===== src/design/quad_perspective_center_unit_assert.svh =====
// Assertion macros shared by the quad perspective center unit.
`ifndef QUAD_PERSPECTIVE_CENTER_UNIT_ASSERT_SVH
`define QUAD_PERSPECTIVE_CENTER_UNIT_ASSERT_SVH

// Same-cycle implication, sampled on clk, off during rst.
`define QPC_ASSERT_IMP(lbl, ante, cons) \
  lbl: assert property (@(posedge clk) disable iff (rst) (ante) |-> (cons)) \
    else $error("qpc assertion failed");

// Next-cycle implication, sampled on clk, off during rst.
`define QPC_ASSERT_NXT(lbl, ante, cons) \
  lbl: assert property (@(posedge clk) disable iff (rst) (ante) |=> (cons)) \
    else $error("qpc assertion failed");

`endif


===== src/design/qpc_pkg.sv =====
// Types, constants and the microprogram of the quad perspective center unit.
`default_nettype none
package qpc_pkg;

  localparam int DW      = 96;   // datapath word, holds every exact intermediate
  localparam int PcW     = 6;
  localparam int CntW    = $clog2(DW);
  localparam int NumSrc  = 32;

  localparam logic [DW-1:0] AreaMin = DW'(200);
  localparam logic [DW-1:0] Mega    = DW'(1000000);

  localparam logic [15:0] WidthReset  = 16'd210;
  localparam logic [15:0] HeightReset = 16'd297;

  localparam logic CfgWidth  = 1'b0;
  localparam logic CfgHeight = 1'b1;

  typedef struct packed {
    logic [15:0] corner0_x;
    logic [15:0] corner0_y;
    logic [15:0] corner1_x;
    logic [15:0] corner1_y;
    logic [15:0] corner2_x;
    logic [15:0] corner2_y;
    logic [15:0] corner3_x;
    logic [15:0] corner3_y;
  } in_t;

  typedef struct packed {
    logic [1:0]  status;
    logic [15:0] center_x;
    logic [15:0] center_y;
  } out_t;

  typedef enum logic [1:0] {ST_OK, ST_AREA, ST_SING, ST_DIV} st_t;

  typedef enum logic [2:0] {
    OP_MAC, OP_CHK_AREA, OP_CHK_SING, OP_CHK_DIV, OP_DIV_X, OP_DIV_Y, OP_END
  } op_t;

  typedef enum logic [4:0] {
    SRC_ZERO, SRC_ONE, SRC_MEGA,
    SRC_X0, SRC_Y0, SRC_X1, SRC_Y1, SRC_X2, SRC_Y2, SRC_X3, SRC_Y3,
    SRC_W, SRC_H, SRC_WH2, SRC_HH2,
    SRC_DEN, SRC_SX, SRC_SY, SRC_GN, SRC_HN, SRC_AX, SRC_BX, SRC_AY, SRC_BY,
    SRC_KX, SRC_KY, SRC_WH, SRC_Q, SRC_DN
  } src_t;

  typedef enum logic [4:0] {
    DST_NONE, DST_S, DST_DEN, DST_SX, DST_SY, DST_GN, DST_HN, DST_AX, DST_BX,
    DST_AY, DST_BY, DST_KX, DST_KY, DST_WH, DST_Q, DST_DN, DST_LHS, DST_NX, DST_NY
  } dst_t;

  // acc = (clr ? 0 : acc) +/- (a1 - a2) * (b1 - b2); stored to dst
  typedef struct packed {
    op_t  op;
    src_t a1;
    src_t a2;
    src_t b1;
    src_t b2;
    logic clr;
    logic neg;
    dst_t dst;
  } instr_t;

  typedef struct packed {
    logic   load_in;
    logic   mac_load;
    logic   mac_abs;
    logic   mac_step;
    logic   mac_acc;
    logic   div_load;
    logic   div_abs;
    logic   div_prep;
    logic   div_step;
    logic   div_store;
    logic   div_y;
    logic   publish;
    st_t    status;
    instr_t ins;
  } cmd_t;

  typedef struct packed {
    logic mb_zero;
    logic area_fail;
    logic sing_fail;
    logic div_fail;
  } stat_t;

  function automatic instr_t mac(src_t a1, src_t a2, src_t b1, src_t b2,
                                 logic clr, logic neg, dst_t dst);
    instr_t r;
    r.op  = OP_MAC;
    r.a1  = a1;
    r.a2  = a2;
    r.b1  = b1;
    r.b2  = b2;
    r.clr = clr;
    r.neg = neg;
    r.dst = dst;
    return r;
  endfunction

  function automatic instr_t ctl(op_t op);
    instr_t r;
    r     = '0;
    r.op  = op;
    return r;
  endfunction

  // Closed-form elimination; smaller factor goes on the b side.
  function automatic instr_t prog(logic [PcW-1:0] pc);
    instr_t r;
    case (pc)
      6'd0:  r = mac(SRC_Y1, SRC_Y3, SRC_X0, SRC_ZERO, 1'b1, 1'b0, DST_NONE);
      6'd1:  r = mac(SRC_Y2, SRC_Y0, SRC_X1, SRC_ZERO, 1'b0, 1'b0, DST_NONE);
      6'd2:  r = mac(SRC_Y3, SRC_Y1, SRC_X2, SRC_ZERO, 1'b0, 1'b0, DST_NONE);
      6'd3:  r = mac(SRC_Y0, SRC_Y2, SRC_X3, SRC_ZERO, 1'b0, 1'b0, DST_S);
      6'd4:  r = ctl(OP_CHK_AREA);
      6'd5:  r = mac(SRC_X1, SRC_X2, SRC_Y3, SRC_Y2, 1'b1, 1'b0, DST_NONE);
      6'd6:  r = mac(SRC_Y1, SRC_Y2, SRC_X3, SRC_X2, 1'b0, 1'b1, DST_DEN);
      6'd7:  r = ctl(OP_CHK_SING);
      6'd8:  r = mac(SRC_X0, SRC_X1, SRC_ONE, SRC_ZERO, 1'b1, 1'b0, DST_NONE);
      6'd9:  r = mac(SRC_X2, SRC_X3, SRC_ONE, SRC_ZERO, 1'b0, 1'b0, DST_SX);
      6'd10: r = mac(SRC_Y0, SRC_Y1, SRC_ONE, SRC_ZERO, 1'b1, 1'b0, DST_NONE);
      6'd11: r = mac(SRC_Y2, SRC_Y3, SRC_ONE, SRC_ZERO, 1'b0, 1'b0, DST_SY);
      6'd12: r = mac(SRC_SX, SRC_ZERO, SRC_Y3, SRC_Y2, 1'b1, 1'b0, DST_NONE);
      6'd13: r = mac(SRC_SY, SRC_ZERO, SRC_X3, SRC_X2, 1'b0, 1'b1, DST_GN);
      6'd14: r = mac(SRC_SY, SRC_ZERO, SRC_X1, SRC_X2, 1'b1, 1'b0, DST_NONE);
      6'd15: r = mac(SRC_SX, SRC_ZERO, SRC_Y1, SRC_Y2, 1'b0, 1'b1, DST_HN);
      6'd16: r = mac(SRC_DEN, SRC_ZERO, SRC_X1, SRC_X0, 1'b1, 1'b0, DST_NONE);
      6'd17: r = mac(SRC_GN, SRC_ZERO, SRC_X1, SRC_ZERO, 1'b0, 1'b0, DST_AX);
      6'd18: r = mac(SRC_DEN, SRC_ZERO, SRC_X3, SRC_X0, 1'b1, 1'b0, DST_NONE);
      6'd19: r = mac(SRC_HN, SRC_ZERO, SRC_X3, SRC_ZERO, 1'b0, 1'b0, DST_BX);
      6'd20: r = mac(SRC_DEN, SRC_ZERO, SRC_Y1, SRC_Y0, 1'b1, 1'b0, DST_NONE);
      6'd21: r = mac(SRC_GN, SRC_ZERO, SRC_Y1, SRC_ZERO, 1'b0, 1'b0, DST_AY);
      6'd22: r = mac(SRC_DEN, SRC_ZERO, SRC_Y3, SRC_Y0, 1'b1, 1'b0, DST_NONE);
      6'd23: r = mac(SRC_HN, SRC_ZERO, SRC_Y3, SRC_ZERO, 1'b0, 1'b0, DST_BY);
      6'd24: r = mac(SRC_H, SRC_ZERO, SRC_WH2, SRC_ZERO, 1'b1, 1'b0, DST_KX);
      6'd25: r = mac(SRC_W, SRC_ZERO, SRC_HH2, SRC_ZERO, 1'b1, 1'b0, DST_KY);
      6'd26: r = mac(SRC_W, SRC_ZERO, SRC_H, SRC_ZERO, 1'b1, 1'b0, DST_WH);
      6'd27: r = mac(SRC_DEN, SRC_ZERO, SRC_WH, SRC_ZERO, 1'b1, 1'b0, DST_Q);
      6'd28: r = mac(SRC_GN, SRC_ZERO, SRC_KX, SRC_ZERO, 1'b1, 1'b0, DST_NONE);
      6'd29: r = mac(SRC_HN, SRC_ZERO, SRC_KY, SRC_ZERO, 1'b0, 1'b0, DST_NONE);
      6'd30: r = mac(SRC_Q, SRC_ZERO, SRC_ONE, SRC_ZERO, 1'b0, 1'b0, DST_DN);
      6'd31: r = mac(SRC_DN, SRC_ZERO, SRC_MEGA, SRC_ZERO, 1'b1, 1'b0, DST_LHS);
      6'd32: r = ctl(OP_CHK_DIV);
      6'd33: r = mac(SRC_AX, SRC_ZERO, SRC_KX, SRC_ZERO, 1'b1, 1'b0, DST_NONE);
      6'd34: r = mac(SRC_BX, SRC_ZERO, SRC_KY, SRC_ZERO, 1'b0, 1'b0, DST_NONE);
      6'd35: r = mac(SRC_Q, SRC_ZERO, SRC_X0, SRC_ZERO, 1'b0, 1'b0, DST_NX);
      6'd36: r = mac(SRC_AY, SRC_ZERO, SRC_KX, SRC_ZERO, 1'b1, 1'b0, DST_NONE);
      6'd37: r = mac(SRC_BY, SRC_ZERO, SRC_KY, SRC_ZERO, 1'b0, 1'b0, DST_NONE);
      6'd38: r = mac(SRC_Q, SRC_ZERO, SRC_Y0, SRC_ZERO, 1'b0, 1'b0, DST_NY);
      6'd39: r = ctl(OP_DIV_X);
      6'd40: r = ctl(OP_DIV_Y);
      default: r = ctl(OP_END);
    endcase
    return r;
  endfunction

endpackage
`default_nettype wire


===== src/design/qpc_ctrl.sv =====
// Sequencer: steps the microprogram and drives the datapath, owns the handshakes.
`default_nettype none
module qpc_ctrl (
  input  logic           clk,
  input  logic           rst,
  input  logic           in_valid,
  output logic           in_ready,
  output logic           out_valid,
  input  logic           out_ready,
  input  qpc_pkg::stat_t sts,
  output qpc_pkg::cmd_t  cmd
);

  typedef enum logic [3:0] {
    S_IDLE, S_FETCH, S_MLOAD, S_MABS, S_MSTEP, S_MACC,
    S_DLOAD, S_DABS, S_DPREP, S_DSTEP, S_DSTORE, S_PUB
  } state_t;

  state_t                      state;
  logic [qpc_pkg::PcW-1:0]     pc;
  logic [qpc_pkg::CntW-1:0]    cnt;
  qpc_pkg::st_t                st;
  qpc_pkg::instr_t             ins;
  logic                        pub_ok;

  assign ins      = qpc_pkg::prog(pc);
  assign in_ready = (state == S_IDLE);
  assign pub_ok   = !out_valid || out_ready;

  always_comb begin
    cmd           = '0;
    cmd.ins       = ins;
    cmd.status    = st;
    cmd.div_y     = (ins.op == qpc_pkg::OP_DIV_Y);
    cmd.load_in   = in_valid && (state == S_IDLE);
    cmd.mac_load  = (state == S_MLOAD);
    cmd.mac_abs   = (state == S_MABS);
    cmd.mac_step  = (state == S_MSTEP);
    cmd.mac_acc   = (state == S_MACC);
    cmd.div_load  = (state == S_DLOAD);
    cmd.div_abs   = (state == S_DABS);
    cmd.div_prep  = (state == S_DPREP);
    cmd.div_step  = (state == S_DSTEP);
    cmd.div_store = (state == S_DSTORE);
    cmd.publish   = (state == S_PUB) && pub_ok;
  end

  always_ff @(posedge clk) begin
    if (rst) begin
      state     <= S_IDLE;
      pc        <= '0;
      cnt       <= '0;
      st        <= qpc_pkg::ST_OK;
      out_valid <= 1'b0;
    end else begin
      // in S_PUB a taken item is replaced by the new one below
      if (out_valid && out_ready && (state != S_PUB)) out_valid <= 1'b0;
      unique case (state)
        S_IDLE: begin
          if (in_valid) begin
            pc    <= '0;
            state <= S_FETCH;
          end
        end
        S_FETCH: begin
          unique case (ins.op)
            qpc_pkg::OP_MAC: state <= S_MLOAD;
            qpc_pkg::OP_CHK_AREA: begin
              if (sts.area_fail) begin
                st    <= qpc_pkg::ST_AREA;
                state <= S_PUB;
              end else pc <= pc + 1'b1;
            end
            qpc_pkg::OP_CHK_SING: begin
              if (sts.sing_fail) begin
                st    <= qpc_pkg::ST_SING;
                state <= S_PUB;
              end else pc <= pc + 1'b1;
            end
            qpc_pkg::OP_CHK_DIV: begin
              if (sts.div_fail) begin
                st    <= qpc_pkg::ST_DIV;
                state <= S_PUB;
              end else pc <= pc + 1'b1;
            end
            qpc_pkg::OP_DIV_X, qpc_pkg::OP_DIV_Y: state <= S_DLOAD;
            default: begin
              st    <= qpc_pkg::ST_OK;
              state <= S_PUB;
            end
          endcase
        end
        S_MLOAD: state <= S_MABS;
        S_MABS:  state <= S_MSTEP;
        S_MSTEP: begin
          if (sts.mb_zero) state <= S_MACC;
        end
        S_MACC: begin
          pc    <= pc + 1'b1;
          state <= S_FETCH;
        end
        S_DLOAD: state <= S_DABS;
        S_DABS:  state <= S_DPREP;
        S_DPREP: begin
          cnt   <= '0;
          state <= S_DSTEP;
        end
        S_DSTEP: begin
          if (cnt == qpc_pkg::CntW'(qpc_pkg::DW - 1)) state <= S_DSTORE;
          else cnt <= cnt + 1'b1;
        end
        S_DSTORE: begin
          pc    <= pc + 1'b1;
          state <= S_FETCH;
        end
        S_PUB: begin
          if (pub_ok) begin
            out_valid <= 1'b1;
            state     <= S_IDLE;
          end
        end
      endcase
    end
  end

endmodule
`default_nettype wire


===== config.mk =====
export PLATFORM = sky130hd
export DESIGN_NAME = qpc_ctrl
export DESIGN_NICKNAME = d
export VERILOG_FILES = /design/src/design/quad_perspective_center_unit_assert.svh /design/src/design/qpc_pkg.sv /design/src/design/qpc_ctrl.sv
export SDC_FILE = /design/constraint.sdc
export NUM_CORES = 1
export LEC_CHECK = 0
export ABC_AREA = 1
export BUFFER_PORTS_ARGS = -buffer_cell sky130_fd_sc_hd__buf_2
export CAP_MARGIN = 5
export CORE_MARGIN = 3
export CORE_UTILIZATION = 25
export DETAILED_ROUTE_END_ITERATION = 16
export PLACE_DENSITY_LB_ADDON = 0.1
export SYNTH_ARGS = -nofsm -noshare
export SYNTH_HDL_FRONTEND = slang
export SYNTH_SLANG_ARGS = --single-unit

===== constraint.sdc =====
create_clock -name clk -period 5.96 [get_ports clk]
set_input_delay 1.192 -clock clk [delete_from_list [all_inputs] [get_ports clk]]
set_output_delay 1.192 -clock clk [all_outputs]
set_load 0.05 [all_outputs]

==> impl_metrics.tcl <==
set metrics [dict create \
    status "complete, no violations" \
    drc_errors 0 \
    leakagePower_uw 0.00169 \
    rows 38 \
    rsz0062_at_grt "no" \
    ir_drop_v 0.000173 \
    crit_fanout 15 \
    worst_slew_pin_slew_ps 663 \
    cts_tree "built" \
    synth.avg_cell_area_um2 6.71 \
    timing.fmax_ghz 0.286 \
    die_height_um 113 \
    crit_arrival_ps 3720 \
    post-route-period-util_pct 58.6 \
    wl_met2_um 3930 \
    cts_sinks 47 \
    drt_pre_antenna_iters 4 \
    syn_inst 424 \
    r2r_setup_slack_ps 3090 \
    drtIter0Drc 193 \
    setup-tns-final_ps 0 \
    antenna_found_initial 0 \
    pre_cts_slack_ps 2150 \
    crit_path_end_kind "flop" \
    dieArea_mm2 0.0127 \
    hp-class "flop to flop" \
    clockBufferDepth 2 \
    multi_input_area_mm2 0.00162 \
    cts_buffers 5 \
    postRouteAntennaNets 0 \
    final-setup-viol-count 0 \
    grt_max_degree 32 \
    grt_pass1_vias 2687 \
    postLayoutSetupSlackWorst_ps 2470 \
    yosysWarningCount 0 \
    relSlewSlack_pct 55.7 \
    portBuffers 51 \
    fillers 1231 \
    track_usage_pct 13.1 \
    cp-start-kind "input pin" \
    die_w_um 113 \
    syn2layout_area_growth_pct 16.9 \
    nNetsFinal 487 \
    routed_wl_um 8350 \
    path_clk_slew_ps 60 \
    finalPower_uw 2160 \
    core_region_area_mm2 0.0110 \
    slew_violations 0 \
    post-route-min-period_ps 3490 \
    grt_pass1_wl_um 13500 \
    top_layer "met4" \
    clk_root_buffer_cell "clkbuf_16" \
    netlist_area_mm2 0.00285 \
    io_pins 54 \
    synth_cell_types 36 \
    p_per_area_mw_per_mm2 649 \
    clock-skew-final_ps 5.60 \
    post_cts_buffers 0 \
    grt_overflow 0 \
    critical_path_class "input pin to flop" \
    cts_resized 0 \
    clk-insertion-delay-late_ps 280 \
    seqCellArea_um2 941 \
    dr_wl_met3_um 354 \
    h-tree-depth 2 \
    vias 2835 \
    cts_hold_buf 0 \
    cp.required_ps 6190 \
    cap_violations 0 \
    wl_per_cell_um 13.7 \
    drive_gt1_share_pct 19.3 \
    ys_ff_latch 47 \
    finalWeightedCongestion 0.819 \
    start_util_pct 25.9 \
    place_hpwl_um 6450 \
    via_per_inst 4.64 \
    yosysSeqAreaShare_pct 33.1 \
    m1WireLength_um 3970 \
    hold_viol_final 0 \
    n_antenna_cell 0 \
]
## Yosys cell counts, drive strengths merged
cell type / count / share of area (%)
a21oi: 19 / 3.3
a311oi: 1 / 0.31
a31oi: 4 / 0.88
buf: 12 / 3.5
clkbuf: 1 / 0.13
conb: 1 / 0.13
dfxtp: 47 / 33
ha: 9 / 4.0
inv: 49 / 6.6
nand2: 124 / 18
nand3: 61 / 12
nand3b: 2 / 0.53
nand4: 5 / 1.3
nor2: 44 / 6.5
nor3: 4 / 0.70
nor4: 1 / 0.22
o211a: 1 / 0.35
o211ai: 4 / 1.1
o21ai: 26 / 4.6
o21bai: 1 / 0.26
o22ai: 2 / 0.44
o31ai: 1 / 0.26
or2: 3 / 0.66
xor2: 2 / 0.62
## where the power goes
part | total (uW) | internal [uW] | switching [uW] | leakage (uW)
Combinational | 1410 | 362 | 1050 | 0.00123
Clock | 288 | 168 | 120 | 0.0000741
Sequential | 457 | 404 | 53.2 | 0.000385
Total | 2160 | 934 | 1230 | 0.00169
## registers in the layout, indices dropped and copies added (netlist names)
register   count
cnt            7
ins           27
out_valid      1
pc             6
st             2
state          4
## cells by family after synthesis
kind of cell | count (synthesis) | share of synthesized area, %
simple gates | 244 | 40.5
buf+inv | 62 | 10.2
compound gates | 59 | 11.5
flops | 47 | 33.1
fa+ha+maj | 9 | 3.96
xor+xnor | 2 | 0.616
other cells | 1 | 0.132
## per-stage QoR
step	hold slack, ps	cells	util (%)	area, um2
floorplan	422	425	-	2850
global placement	432	603	28.9	3180
detailed placement	450	603	28.9	3180
CTS	459	611	30.3	3330
global route	493	611	30.3	3330
finish	464	611	30.3	3330
## cell usage in the layout (no fill, tap or decap), types with 2 or more instances in the layout
cell type / instances
nor2_1: 40
nor2_2: 2
or2_2: 3
clkbuf_16: 5
nand3b_1: 2
inv_1: 41
nand2_4: 5
a21oi_1: 19
nand4_1: 4
buf_2: 51
nand2_1: 114
conb_1: 2
ha_1: 9
inv_2: 7
o22ai_1: 2
nor3_1: 4
dfxtp_1: 47
o21ai_1: 5
o211ai_1: 4
nand2_2: 5
a31oi_1: 4
nand3_2: 5
o21ai_0: 21
xor2_1: 2
nand3_1: 54
nor2_4: 2
nand3_4: 2
## worst max-delay path, stage by stage
cell     delay, ps
buf_2          130
inv_1          470
o21ai_0        190
inv_1          110
nand3_2        280
inv_1          320
ha_1           250
nand3_1        260
o21ai_0        300
nand2_1        120
nand3_1         90
## final timing paths
kind | cells past startpoint | start | to
setup reg to reg | 14 | ins[29] | ins[13]
setup / recovery | 11 | rst | ins[13]
hold / removal | 1 | cnt[6] | cnt[6]
hold reg to reg | 1 | cnt[6] | cnt[6]
## final cells by class
type | count | area share (%)
repair buffers | 51 | 7.67
flip-flops and latches | 47 | 28.3
multi-input cells | 316 | 48.6
well taps | 140 | 5.27
clock buffers | 7 | 4.29
inverters | 49 | 5.60
clock inverters | 1 | 0.263
## layer usage
metal	track usage, %	vias up
met4	3.61	0
li1	-	1463
met1	17.2	1294
met2	21.8	72
met5	0	-
met3	2.70	6
No activity file was read; power rests on OpenSTA's default activity.
